<file path="config.mk">
export PLATFORM = sky130hd
export DESIGN_NAME = focu_ctrl
export DESIGN_NICKNAME = d
export VERILOG_FILES = /design/src/rtl/focu_pkg.sv /design/src/rtl/focu_ctrl.sv
export SDC_FILE = /design/constraint.sdc
export NUM_CORES = 1
export LEC_CHECK = 0
export ABC_AREA = 1
export CORE_AREA = 2 2 39 41
export DETAILED_ROUTE_END_ITERATION = 12
export DIE_AREA = 0 0 41 43
export DONT_BUFFER_PORTS = 1
export PLACE_DENSITY_LB_ADDON = 0.1
export RECOVER_POWER = 50
export SYNTH_ARGS = -nofsm -noshare
export SYNTH_HDL_FRONTEND = slang
export SYNTH_SLANG_ARGS = --single-unit
</file>
<file path="constraint.sdc">
create_clock -name aclk -period 1.4 [get_ports aclk]
set_input_delay 0.28 -clock aclk [delete_from_list [all_inputs] [get_ports aclk]]
set_output_delay 0.28 -clock aclk [all_outputs]
set_load 0.01 [all_outputs]
</file>
<file path="src/rtl/focu_pkg.sv">
`default_nettype none
package focu_pkg;

    localparam logic [1:0] ACT_MOVE   = 2'd0;
    localparam logic [1:0] ACT_LOOK   = 2'd1;
    localparam logic [1:0] ACT_PLACE  = 2'd2;
    localparam logic [1:0] ACT_UNUSED = 2'd3;

    localparam logic [1:0] DIR_FWD   = 2'd0;
    localparam logic [1:0] DIR_BACK  = 2'd1;
    localparam logic [1:0] DIR_LEFT  = 2'd2;
    localparam logic [1:0] DIR_RIGHT = 2'd3;

    localparam logic CFG_MOVE_SPEED = 1'b0;
    localparam logic CFG_LOOK_SENS  = 1'b1;

    localparam logic signed [15:0] ONE_Q14     = 16'sd16384;
    localparam logic signed [15:0] YAW_RESET   = -16'sd11520;
    localparam logic signed [15:0] PITCH_LIMIT = 16'sd11392;
    localparam logic signed [15:0] QUARTER     = 16'sd11520;
    localparam logic signed [15:0] HALF_TURN   = 16'sd23040;
    localparam logic signed [18:0] FULL_TURN   = 19'sd46080;
    localparam logic signed [33:0] CORDIC_GAIN = 34'sd652032874;
    localparam int ANGLE_TABLE_LEN = 24;

    // Arc tangent of 2^-i in Q.16 degrees.
    function automatic logic signed [22:0] atan_q16(input logic [4:0] i);
        logic signed [22:0] r;
        begin
            case (i)
                5'd0:  r = 23'sd2949120;
                5'd1:  r = 23'sd1740967;
                5'd2:  r = 23'sd919879;
                5'd3:  r = 23'sd466945;
                5'd4:  r = 23'sd234379;
                5'd5:  r = 23'sd117304;
                5'd6:  r = 23'sd58666;
                5'd7:  r = 23'sd29335;
                5'd8:  r = 23'sd14668;
                5'd9:  r = 23'sd7334;
                5'd10: r = 23'sd3667;
                5'd11: r = 23'sd1833;
                5'd12: r = 23'sd917;
                5'd13: r = 23'sd458;
                5'd14: r = 23'sd229;
                5'd15: r = 23'sd115;
                5'd16: r = 23'sd57;
                5'd17: r = 23'sd29;
                5'd18: r = 23'sd14;
                5'd19: r = 23'sd7;
                5'd20: r = 23'sd4;
                5'd21: r = 23'sd2;
                5'd22: r = 23'sd1;
                default: r = 23'sd0;
            endcase
            return r;
        end
    endfunction

    // Datapath operation commands.
    localparam logic [3:0] OP_NONE    = 4'd0;
    localparam logic [3:0] OP_LOAD    = 4'd1;  // capture item, start move or place
    localparam logic [3:0] OP_MOVE    = 4'd2;  // one position component
    localparam logic [3:0] OP_ANGLE   = 4'd3;  // offsets into pitch, yaw split
    localparam logic [3:0] OP_CSTART  = 4'd4;  // seed cordic
    localparam logic [3:0] OP_CITER   = 4'd5;  // one cordic step
    localparam logic [3:0] OP_CDONE   = 4'd6;  // store sine and cosine
    localparam logic [3:0] OP_PROD    = 4'd7;  // one vector product
    localparam logic [3:0] OP_OUT     = 4'd8;  // load output register
    localparam logic [3:0] OP_WRAP    = 4'd9;  // finish the yaw wrap

    typedef struct packed {
        logic [3:0] op;
        logic [1:0] sel;   // component or product index, or seed step
    } focu_cmd_t;

    typedef struct packed {
        logic       cordic_last;
    } focu_stat_t;

endpackage
`default_nettype wire

</file>
<file path="src/rtl/focu_ctrl.sv">
`default_nettype none
module focu_ctrl (
    input  wire logic               aclk,
    input  wire logic               aresetn,
    input  wire logic               in_xfer,
    input  wire logic [1:0]         in_action,
    input  wire logic               out_free,
    input  wire focu_pkg::focu_stat_t stat,
    output focu_pkg::focu_cmd_t     cmd,
    output logic                    busy
);
    import focu_pkg::*;

    localparam logic [2:0] ST_IDLE  = 3'd0;
    localparam logic [2:0] ST_MOVE  = 3'd1;
    localparam logic [2:0] ST_CSEED = 3'd2;
    localparam logic [2:0] ST_CITER = 3'd3;
    localparam logic [2:0] ST_CDONE = 3'd4;
    localparam logic [2:0] ST_PROD  = 3'd5;
    localparam logic [2:0] ST_OUT   = 3'd6;

    logic [2:0] state_reg, state_next;
    logic [1:0] sel_reg, sel_next;

    always_ff @(posedge aclk) begin
        if (!aresetn) begin
            state_reg <= ST_IDLE;
            sel_reg   <= 2'd0;
        end else begin
            state_reg <= state_next;
            sel_reg   <= sel_next;
        end
    end

    // Sequence the item through move, look or place work.
    always_comb begin
        state_next = state_reg;
        sel_next   = sel_reg;
        cmd.op     = OP_NONE;
        cmd.sel    = sel_reg;
        busy       = 1'b1;
        case (state_reg)
            ST_IDLE: begin
                busy = 1'b0;
                if (in_xfer) begin
                    cmd.op   = OP_LOAD;
                    sel_next = 2'd0;
                    case (in_action)
                        ACT_MOVE: state_next = ST_MOVE;
                        ACT_LOOK: state_next = ST_CSEED;
                        default:  state_next = ST_OUT;
                    endcase
                end
            end
            ST_MOVE: begin
                cmd.op = OP_MOVE;
                sel_next = sel_reg + 2'd1;
                if (sel_reg == 2'd2) begin
                    state_next = ST_OUT;
                end
            end
            ST_CSEED: begin
                case (sel_reg)
                    2'd0: begin
                        cmd.op   = OP_ANGLE;
                        sel_next = 2'd1;
                    end
                    2'd1: begin
                        cmd.op   = OP_WRAP;
                        sel_next = 2'd2;
                    end
                    default: begin
                        cmd.op     = OP_CSTART;
                        state_next = ST_CITER;
                    end
                endcase
            end
            ST_CITER: begin
                cmd.op = OP_CITER;
                if (stat.cordic_last) begin
                    state_next = ST_CDONE;
                end
            end
            ST_CDONE: begin
                cmd.op = OP_CDONE;
                sel_next = 2'd0;
                state_next = ST_PROD;
            end
            ST_PROD: begin
                cmd.op = OP_PROD;
                sel_next = sel_reg + 2'd1;
                if (sel_reg == 2'd3) begin
                    state_next = ST_OUT;
                end
            end
            ST_OUT: begin
                if (out_free) begin
                    cmd.op = OP_OUT;
                    state_next = ST_IDLE;
                end
            end
            default: state_next = ST_IDLE;
        endcase
    end

endmodule
`default_nettype wire

</file>
Word level (Yosys, flattened, before mapping)
Cells that the tools add are included.
Operators by class
  add/sub/neg operators: 1
  $mul: 0
  div/mod/pow operators: 0
  order comparisons: 0
  equality and inequality tests: 17
  shift-type cells: 0
  muxes and demuxes: 16
  bitwise operators: 0
  reductions and logical operators: 8
Operators with widths (count)
  one-hot mux 4 bit (7 select lines): 1
  one-hot mux 3 bit (7 select lines): 1
  2-to-1 mux 3 bit: 6
  inequality test 2 bit, second input constant: 6
  == test 3 bit, second input constant: 3
  one-hot mux 2 bit (4 select lines): 1
  one-hot mux 4 bit (2 select lines): 1
  == test 3 x 2 -> 1 bit, second input constant: 2
  one-hot mux 3 bit (2 select lines): 1
  AND reduction 6 bit: 1
  == test 2 x 1 -> 1 bit, second input constant: 2
  == test 2 bit, second input constant: 2
  zero test 2 bit: 2
  2-to-1 mux 4 bit: 1
  one-hot mux 2 bit (2 select lines): 1
  nonzero test 4 bit: 1
  OR reduction 2 bit: 2
  == test 3 x 1 -> 1 bit, second input constant: 1
  zero test 3 bit: 1
  inequality test 3 bit, second input constant: 1
  AND reduction 3 bit: 1
  adder 2 x 1 -> 2 bit, second input constant: 1
  2-to-1 mux 1 bit: 2
  2-to-1 mux 2 bit: 1
Storage, ports and cells
  register bits after elaboration: 5
  bits in latches: 0
  RAM bits: 0
  ROM bits: 0
  input bits: 7
  output and inout bits: 7
  logic and storage cells: 44
  memories kept: 0

Logic depth before layout (Yosys ltp)
Gate-level depths: netlist of run 1.
  depth in word-level cells: 4
  depth in mapped cells: 11
  mapped depth without buffers: 11

Worst setup path before layout of run 1
Ideal clock, no wire load.
  kind: reg-to-reg
  from: reg sel_reg[0]
  to: reg state_reg[1]
  setup time: 0.114 ns
  arrival time: 1.386 ns
  required time: 1.286 ns
  path slack: -0.100 ns
  cell stages (with the launch flop): 11
  buffers on the path: 0
  clock period less this slack: 1.500 ns
  cell sequence: dfxtp_1 -> inv_1 -> ha_1 -> nor2_1 -> nor2_2 -> nand2_4 -> clkinv_1 -> nor2_2 -> nand2_2 -> nor2_1 -> nor2_2
Between the ends
  longest elaborated chain between the ends: 4
  elaborated cells between the ends (all ways): 9
  classes of those cells: 6 x eq/ne; 3 x reduce/logical
RTL lines
  start: declaration: RTL line focu_ctrl.sv:23  | logic [1:0] sel_reg, sel_next;
  start signal: assignment: RTL line focu_ctrl.sv:31  | sel_reg <= sel_next;
  == test 2 x 1 -> 1 bit / zero test 2 bit (equally long branches): RTL line focu_ctrl.sv:63  | case (sel_reg)
  OR reduction 2 bit (no line)
  inequality test 2 bit (no line)
  AND reduction 6 bit (no line) *
  end signal: assignment: RTL line focu_ctrl.sv:30  | state_reg <= state_next;
  end: declaration: RTL line focu_ctrl.sv:22  | logic [2:0] state_reg, state_next;
Mark *: on every way between the ends. The rest lies on a longest branch, timed or not.
A chain may end at the register's enable or synchronous reset.

==> results of run 1 <==
==> final timing paths <==
kind | to | slack [ps] | cells after the start
worst min-delay path | state_reg[0] | 140 | 2
worst max-delay path | cmd[2] | -140 | 7
worst min register to register | state_reg[0] | 700 | 3
worst max register to register | sel_reg[1] | -100 | 11
==> report_power, final <==
group          internal (W)  switching [W]
Sequential         0.000235       0.000116
Combinational      0.000895       0.000955
Clock              0.000108      0.0000643
Total               0.00124        0.00114
==> synthesized netlist by cell type <==
library cell / instances
nor2_4: 1
nand4_1: 2
dfxtp_1: 5
inv_1: 8
inv_4: 1
nand2_4: 1
a21boi_2: 1
clkinv_1: 2
nor2_8: 1
nor2_1: 10
o21ai_0: 6
nor3b_1: 1
nor2_2: 5
nand3_1: 5
a21oi_1: 1
nand2_2: 2
o2111ai_1: 1
ha_1: 6
inv_2: 2
nand2_1: 19
nand3_2: 2
o21ai_1: 1
o22ai_1: 1
buf_6: 2
==> kinds of logic after synthesis <==
logic type	Yosys count	share of synthesized area [%]
simple gates	49	45.2
buf+inv	15	12.8
flops	5	17.4
compound gates	11	11.5
fa+ha+maj	6	13.0
==> final cells by class <==
cell class | instances | area share, %
Multi-Input combinational cell | 66 | 55.4
Tap cell | 16 | 2.13
Timing Repair Buffer | 24 | 21.3
Inverter | 13 | 6.26
Sequential cell | 5 | 12.1
Clock buffer | 4 | 2.80
==> metal layers <==
layer,GRT usage (%),wire [µm],vias up
met1,20.8,658,301
met2,36.3,949,10
met4,2.67,0,0
li1,-,-,328
met5,0,0,-
met3,6.81,47,0
==> repair_timing <==
action | in CTS | in global routing
setup endpoints to repair | 10 | 10
pin swaps | 9 | 11
gates resized for setup | 27 | 12
setup buffers | 6 | 4
==> stage by stage <==
| stage | util (%) | std cells | setup WS, ps |
|---|---|---|---|
| after detailed placement | 50.3 | 114 | -58.8 |
| after global routing | 67.9 | 128 | -199 |
| final | 67.9 | 128 | -135 |
| after CTS | 62.9 | 124 | -165 |
| after floorplan | - | 86 | 0.767 |
| after global placement | 50.3 | 114 | -58.6 |
==> run metrics, run 1 <==
largest net degree at the start of global routing=8; hold_buf cts=0; max reg flops=3; clk buf depth=2; Synth Net Count=99; commonest non-fill, non-tap cell in the layout=buf_4; nets=126; Critical Path AT=between 1000 and 1500 ps; Routed WL=1660 µm; Post-DP HPWL=about 1100 µm; cts bufs inserted=3; Placer Congestion=0.863; Max VDD drop=1.29 mV; leading area contributor after synthesis=dfxtp_1; vias=639; top post-synthesis cells by area=dfxtp_1 (17%), ha_1 (13%), nand2_1 (12%), nor2_1 (6.5%), nor2_2 (5.4%); Top Family by Delay on Critical Path=flip-flops; antenna-violating nets left=0; Worst Setup SP=sel_reg[1]; most used cell, CP=nor2_4; area grow syn2layout=63.3%; gr ovfl total=0; CORE AREA=0.00138 mm²; 1st-iter DRT viols=10; DR pass1 iterations=3; global-route wire length before repair=between 2000 and 2500 µm; H-tree depth=1; Mean Syn Cell Area=between 6 and 7 µm²; synthesized cell area=576 µm²; drt drc=0; slew at the pin closest to its max-slew limit=roughly 200 ps; WS Path Type=flip-flop to output port; Rel. slew slack=86.3%; sequential fraction of the synthesis area=roughly 17%; final setup vio count=7; setup TNS=-504 ps; PwrDens=2530 mW/mm²; Hold Path Class=input port to flip-flop; number of core rows=14; CTS tree=done; post-synth top area share=17.4%; Gate Count Post-Synth=86; layout cell share with drive strength beyond 1=between 50% and 60%; Reg area=114 µm²; vias in the first global route=roughly 630; Yosys warning count=0; PortBufs=0; Finished Cell Area=940 µm²; P_leak=roughly 0.46 nW; max frequency=approximately 650 MHz; Startpoint Class=flip-flop; Netlist cell types=24; clock sink count=5; Tot Pwr=about 0.0024 W; worst reg2reg path startpoint=sel_reg[1]; total die area=0.00176 mm²; width of the die=slightly above 40 µm; crit path setup slack, layout=-135 ps; Slew Limit Fails=0; worst path buffer plus inverter count=2; Setup Skew=2.76 ps; Die Y-Extent=43 µm; Reg clk slew, reported paths=50 ps; Critical Path RT=1120 ps; Final Hold Slack=142 ps; CTS root buffer=clkbuf_4; ant diodes=0; fin crit period=1540 ps; initial antenna violation count=0; crit-path cells=inv_4 > ha_4 > nor2_4 > nor2_4 > nand2_4 > buf_12 > o2111ai_4; min-delay src=aresetn; routed vias/inst=4.99; Final Cycle Share=110%; most frequent cells in the layout=buf_4 (21), nand2_1 (15), nor2_2 (6), nand2_2 (6), nor2_1 (6); CP Max Fanout=4; Max Cap Viol=0; post-place instance area=696 µm²; Starting Density=between 40 and 50%; area of the multi-input gates=520 µm²; Synth Register Bits=5; RSZ-0062 raised after global routing=true; fill cell count=120; WL/cell=roughly 13 µm; CP max stage delay=roughly 340 ps; # IOs=14; critical path endpoint category=output port; Fin. Hold Viols=0; Clock Latency Late Sink=roughly 240 ps; outcome=finished, violations left; Tot GR Track Use=19.9%; failing checks=negative setup slack; Worst path slowest cell=dfxtp_2
Note: power is estimated with default switching activity, not from simulation.
==> inputs of run 2 (changes only) <==
--- a/config.mk
+++ b/config.mk
@@ -12,6 +12,7 @@
 export DONT_BUFFER_PORTS = 1
 export PLACE_DENSITY_LB_ADDON = 0.1
 export RECOVER_POWER = 50
+export SETUP_SLACK_MARGIN = 0.3
 export SYNTH_ARGS = -nofsm -noshare
 export SYNTH_HDL_FRONTEND = slang
 export SYNTH_SLANG_ARGS = --single-unit
==> run metrics, run 2 (synthesis gave the netlist of run 1 again) <==
CP max stage delay=350 ps (about the same); vias=636 (-0.47%); WL/cell=13.9 µm (+7.7%); initial antenna violation count=0 (unchanged); Slew Limit Fails=0 (unchanged); fin crit period=1530 ps (-9.19 ps); Max Cap Viol=0 (unchanged); Util after Layout=69.4% (+1.5 points); cts bufs inserted=3 (unchanged); max frequency=655 MHz (+0.60%); number of core rows=14 (unchanged); WS Path Type=flip-flop to output port; Reg clk slew, reported paths=50 ps (about the same); Rel. slew slack=83.1% (-3.2 points); Routed WL=1750 µm (+6.0%); layout cell share with drive strength beyond 1=59.1% (-0.73 points); CTS root buffer=clkbuf_4; PwrDens=2510 mW/mm² (-0.47%); failing checks=negative setup slack; gr ovfl total=0 (unchanged); Tot GR Track Use=21.5% (+1.6 points); CP Max Fanout=4 (unchanged); Placer Congestion=0.752 (-13%); R2R Setup Slk=-50 ps (+50 ps); Max VDD drop=1.29 mV (+0.32%); Clock Latency Late Sink=250 ps (about the same); Hold Path Class=input port to flip-flop; Setup WS pre-CTS=-71.6 ps (-12.8 ps); Fin. Hold Viols=0 (unchanged); DR pass1 iterations=4 (+1); CORE AREA=0.00138 mm² (unchanged); vias in the first global route=646 (+2.1%); Top Family by Delay on Critical Path=flip-flops; largest net degree at the start of global routing=11 (+3); Worst path slowest cell=dfxtp_4; fill cell count=112 (-6.7%); outcome=finished, violations left; clock sink count=5 (unchanged); final setup vio count=7 (unchanged); Post-DP HPWL=1050 µm (-6.0%); worst reg2reg path startpoint=sel_reg[1]; routed vias/inst=5.05 (+1.1%); max reg flops=3 (unchanged); Min-Delay Path Depth=2 (unchanged); H-tree depth=1 (unchanged); 1st-iter DRT viols=10 (unchanged); most frequent cells in the layout=nand2_1 (16), buf_4 (13), buf_6 (9); Starting Density=41.6% (unchanged); critical path endpoint category=output port; commonest non-fill, non-tap cell in the layout=nand2_1; # IOs=14 (unchanged); Final Hold Slack=146 ps (+3.96 ps); nets=124 (-1.6%); hold_buf cts=0 (unchanged); drt drc=0 (unchanged); Hold Path Sink=state_reg[0]; P_leak=0.446 nW (-2.3%); antenna-violating nets left=0 (unchanged); min-delay src=aresetn; total die area=0.00176 mm² (unchanged); crit path setup slack, layout=-126 ps (+9.19 ps); Startpoint Class=flip-flop; Critical Path AT=1250 ps (about the same); slew at the pin closest to its max-slew limit=251 ps (+46.3 ps); global-route wire length before repair=2530 µm (+5.8%); cells on worst reg2reg path=11 (unchanged); CTS tree=done; width of the die=41 µm (unchanged); worst path buffer plus inverter count=3 (+1); Final Cycle Share=109% (-0.66 points); Setup Skew=2.62 ps (-0.144 ps); PortBufs=0 (unchanged); area grow syn2layout=67.0%; ant diodes=0 (unchanged); RSZ-0062 raised after global routing=true; crit-path cells=inv_6 > buf_6 > ha_2 > nand3_1 > o21ai_1 > buf_4; FF-to-FF End=state_reg[2]; clk buf depth=2 (unchanged); Critical Path RT=1120 ps (about the same); Die Y-Extent=43 µm (unchanged)
-- run 2: worst max path at each step --
stage	startpoint	endpoint	slack, ps	depth (start not counted)
after detailed placement	state_reg[2]	state_reg[2]	-70	7
final	sel_reg[1]	cmd[3]	-130	6
after global routing	sel_reg[1]	cmd[3]	-160	6
after global placement	state_reg[2]	state_reg[2]	-60	7
after floorplan	sel_reg[0]	state_reg[2]	80	10
after CTS	sel_reg[1]	cmd[4]	-110	6
-- run 2: layout make-up --
class                      count  area, µm²  area share, %
multi-input combinational     66        533           55.5
timing repair buffer          22        199           20.7
sequential                     5        119           12.4
inverter                      13       63.8           6.64
clock buffer                   4       26.3           2.73
tap                           16       20.0           2.08
-- run 2: per-stage QoR --
step	instances	TNS, ps	power (W)	area [µm²]
finish	126	-473	0.00242	961
global route	126	-917	0.00259	961
CTS	124	-295	0.00221	890
detailed placement	108	-92.6	0.00156	677
global placement	108	-71.7	0.00156	677
floorplan	86	0	0.00126	619
-- run 2: report_power, final --
part / internal (W) / total (W) / switching [W] / leakage [nW]
Sequential: 0.000244 / 0.000374 / 0.000130 / 0.0446
Clock: 0.000108 / 0.000175 / 0.0000671 / 0.0150
Combinational: 0.000886 / 0.00187 / 0.000981 / 0.387
-- run 2: what timing repair did --
action                                  in CTS  in global routing
endpoints found under the setup margin      10                 12
gates cloned                                 0                  0
buffers inserted                            12                  2
pin swaps                                   15                  9
resized for setup                           27                 11
-- run 2: per-layer routing --
| layer | share of wire, % | track usage, % | wire, µm |
|---|---|---|---|
| met2 | 57 | 37.5 | 1010 |
| met5 | 0 | 0 | 0 |
| met4 | 0.91 | 11.3 | 16 |
| met3 | 4.1 | 6.81 | 72 |
| met1 | 37 | 20.6 | 657 |
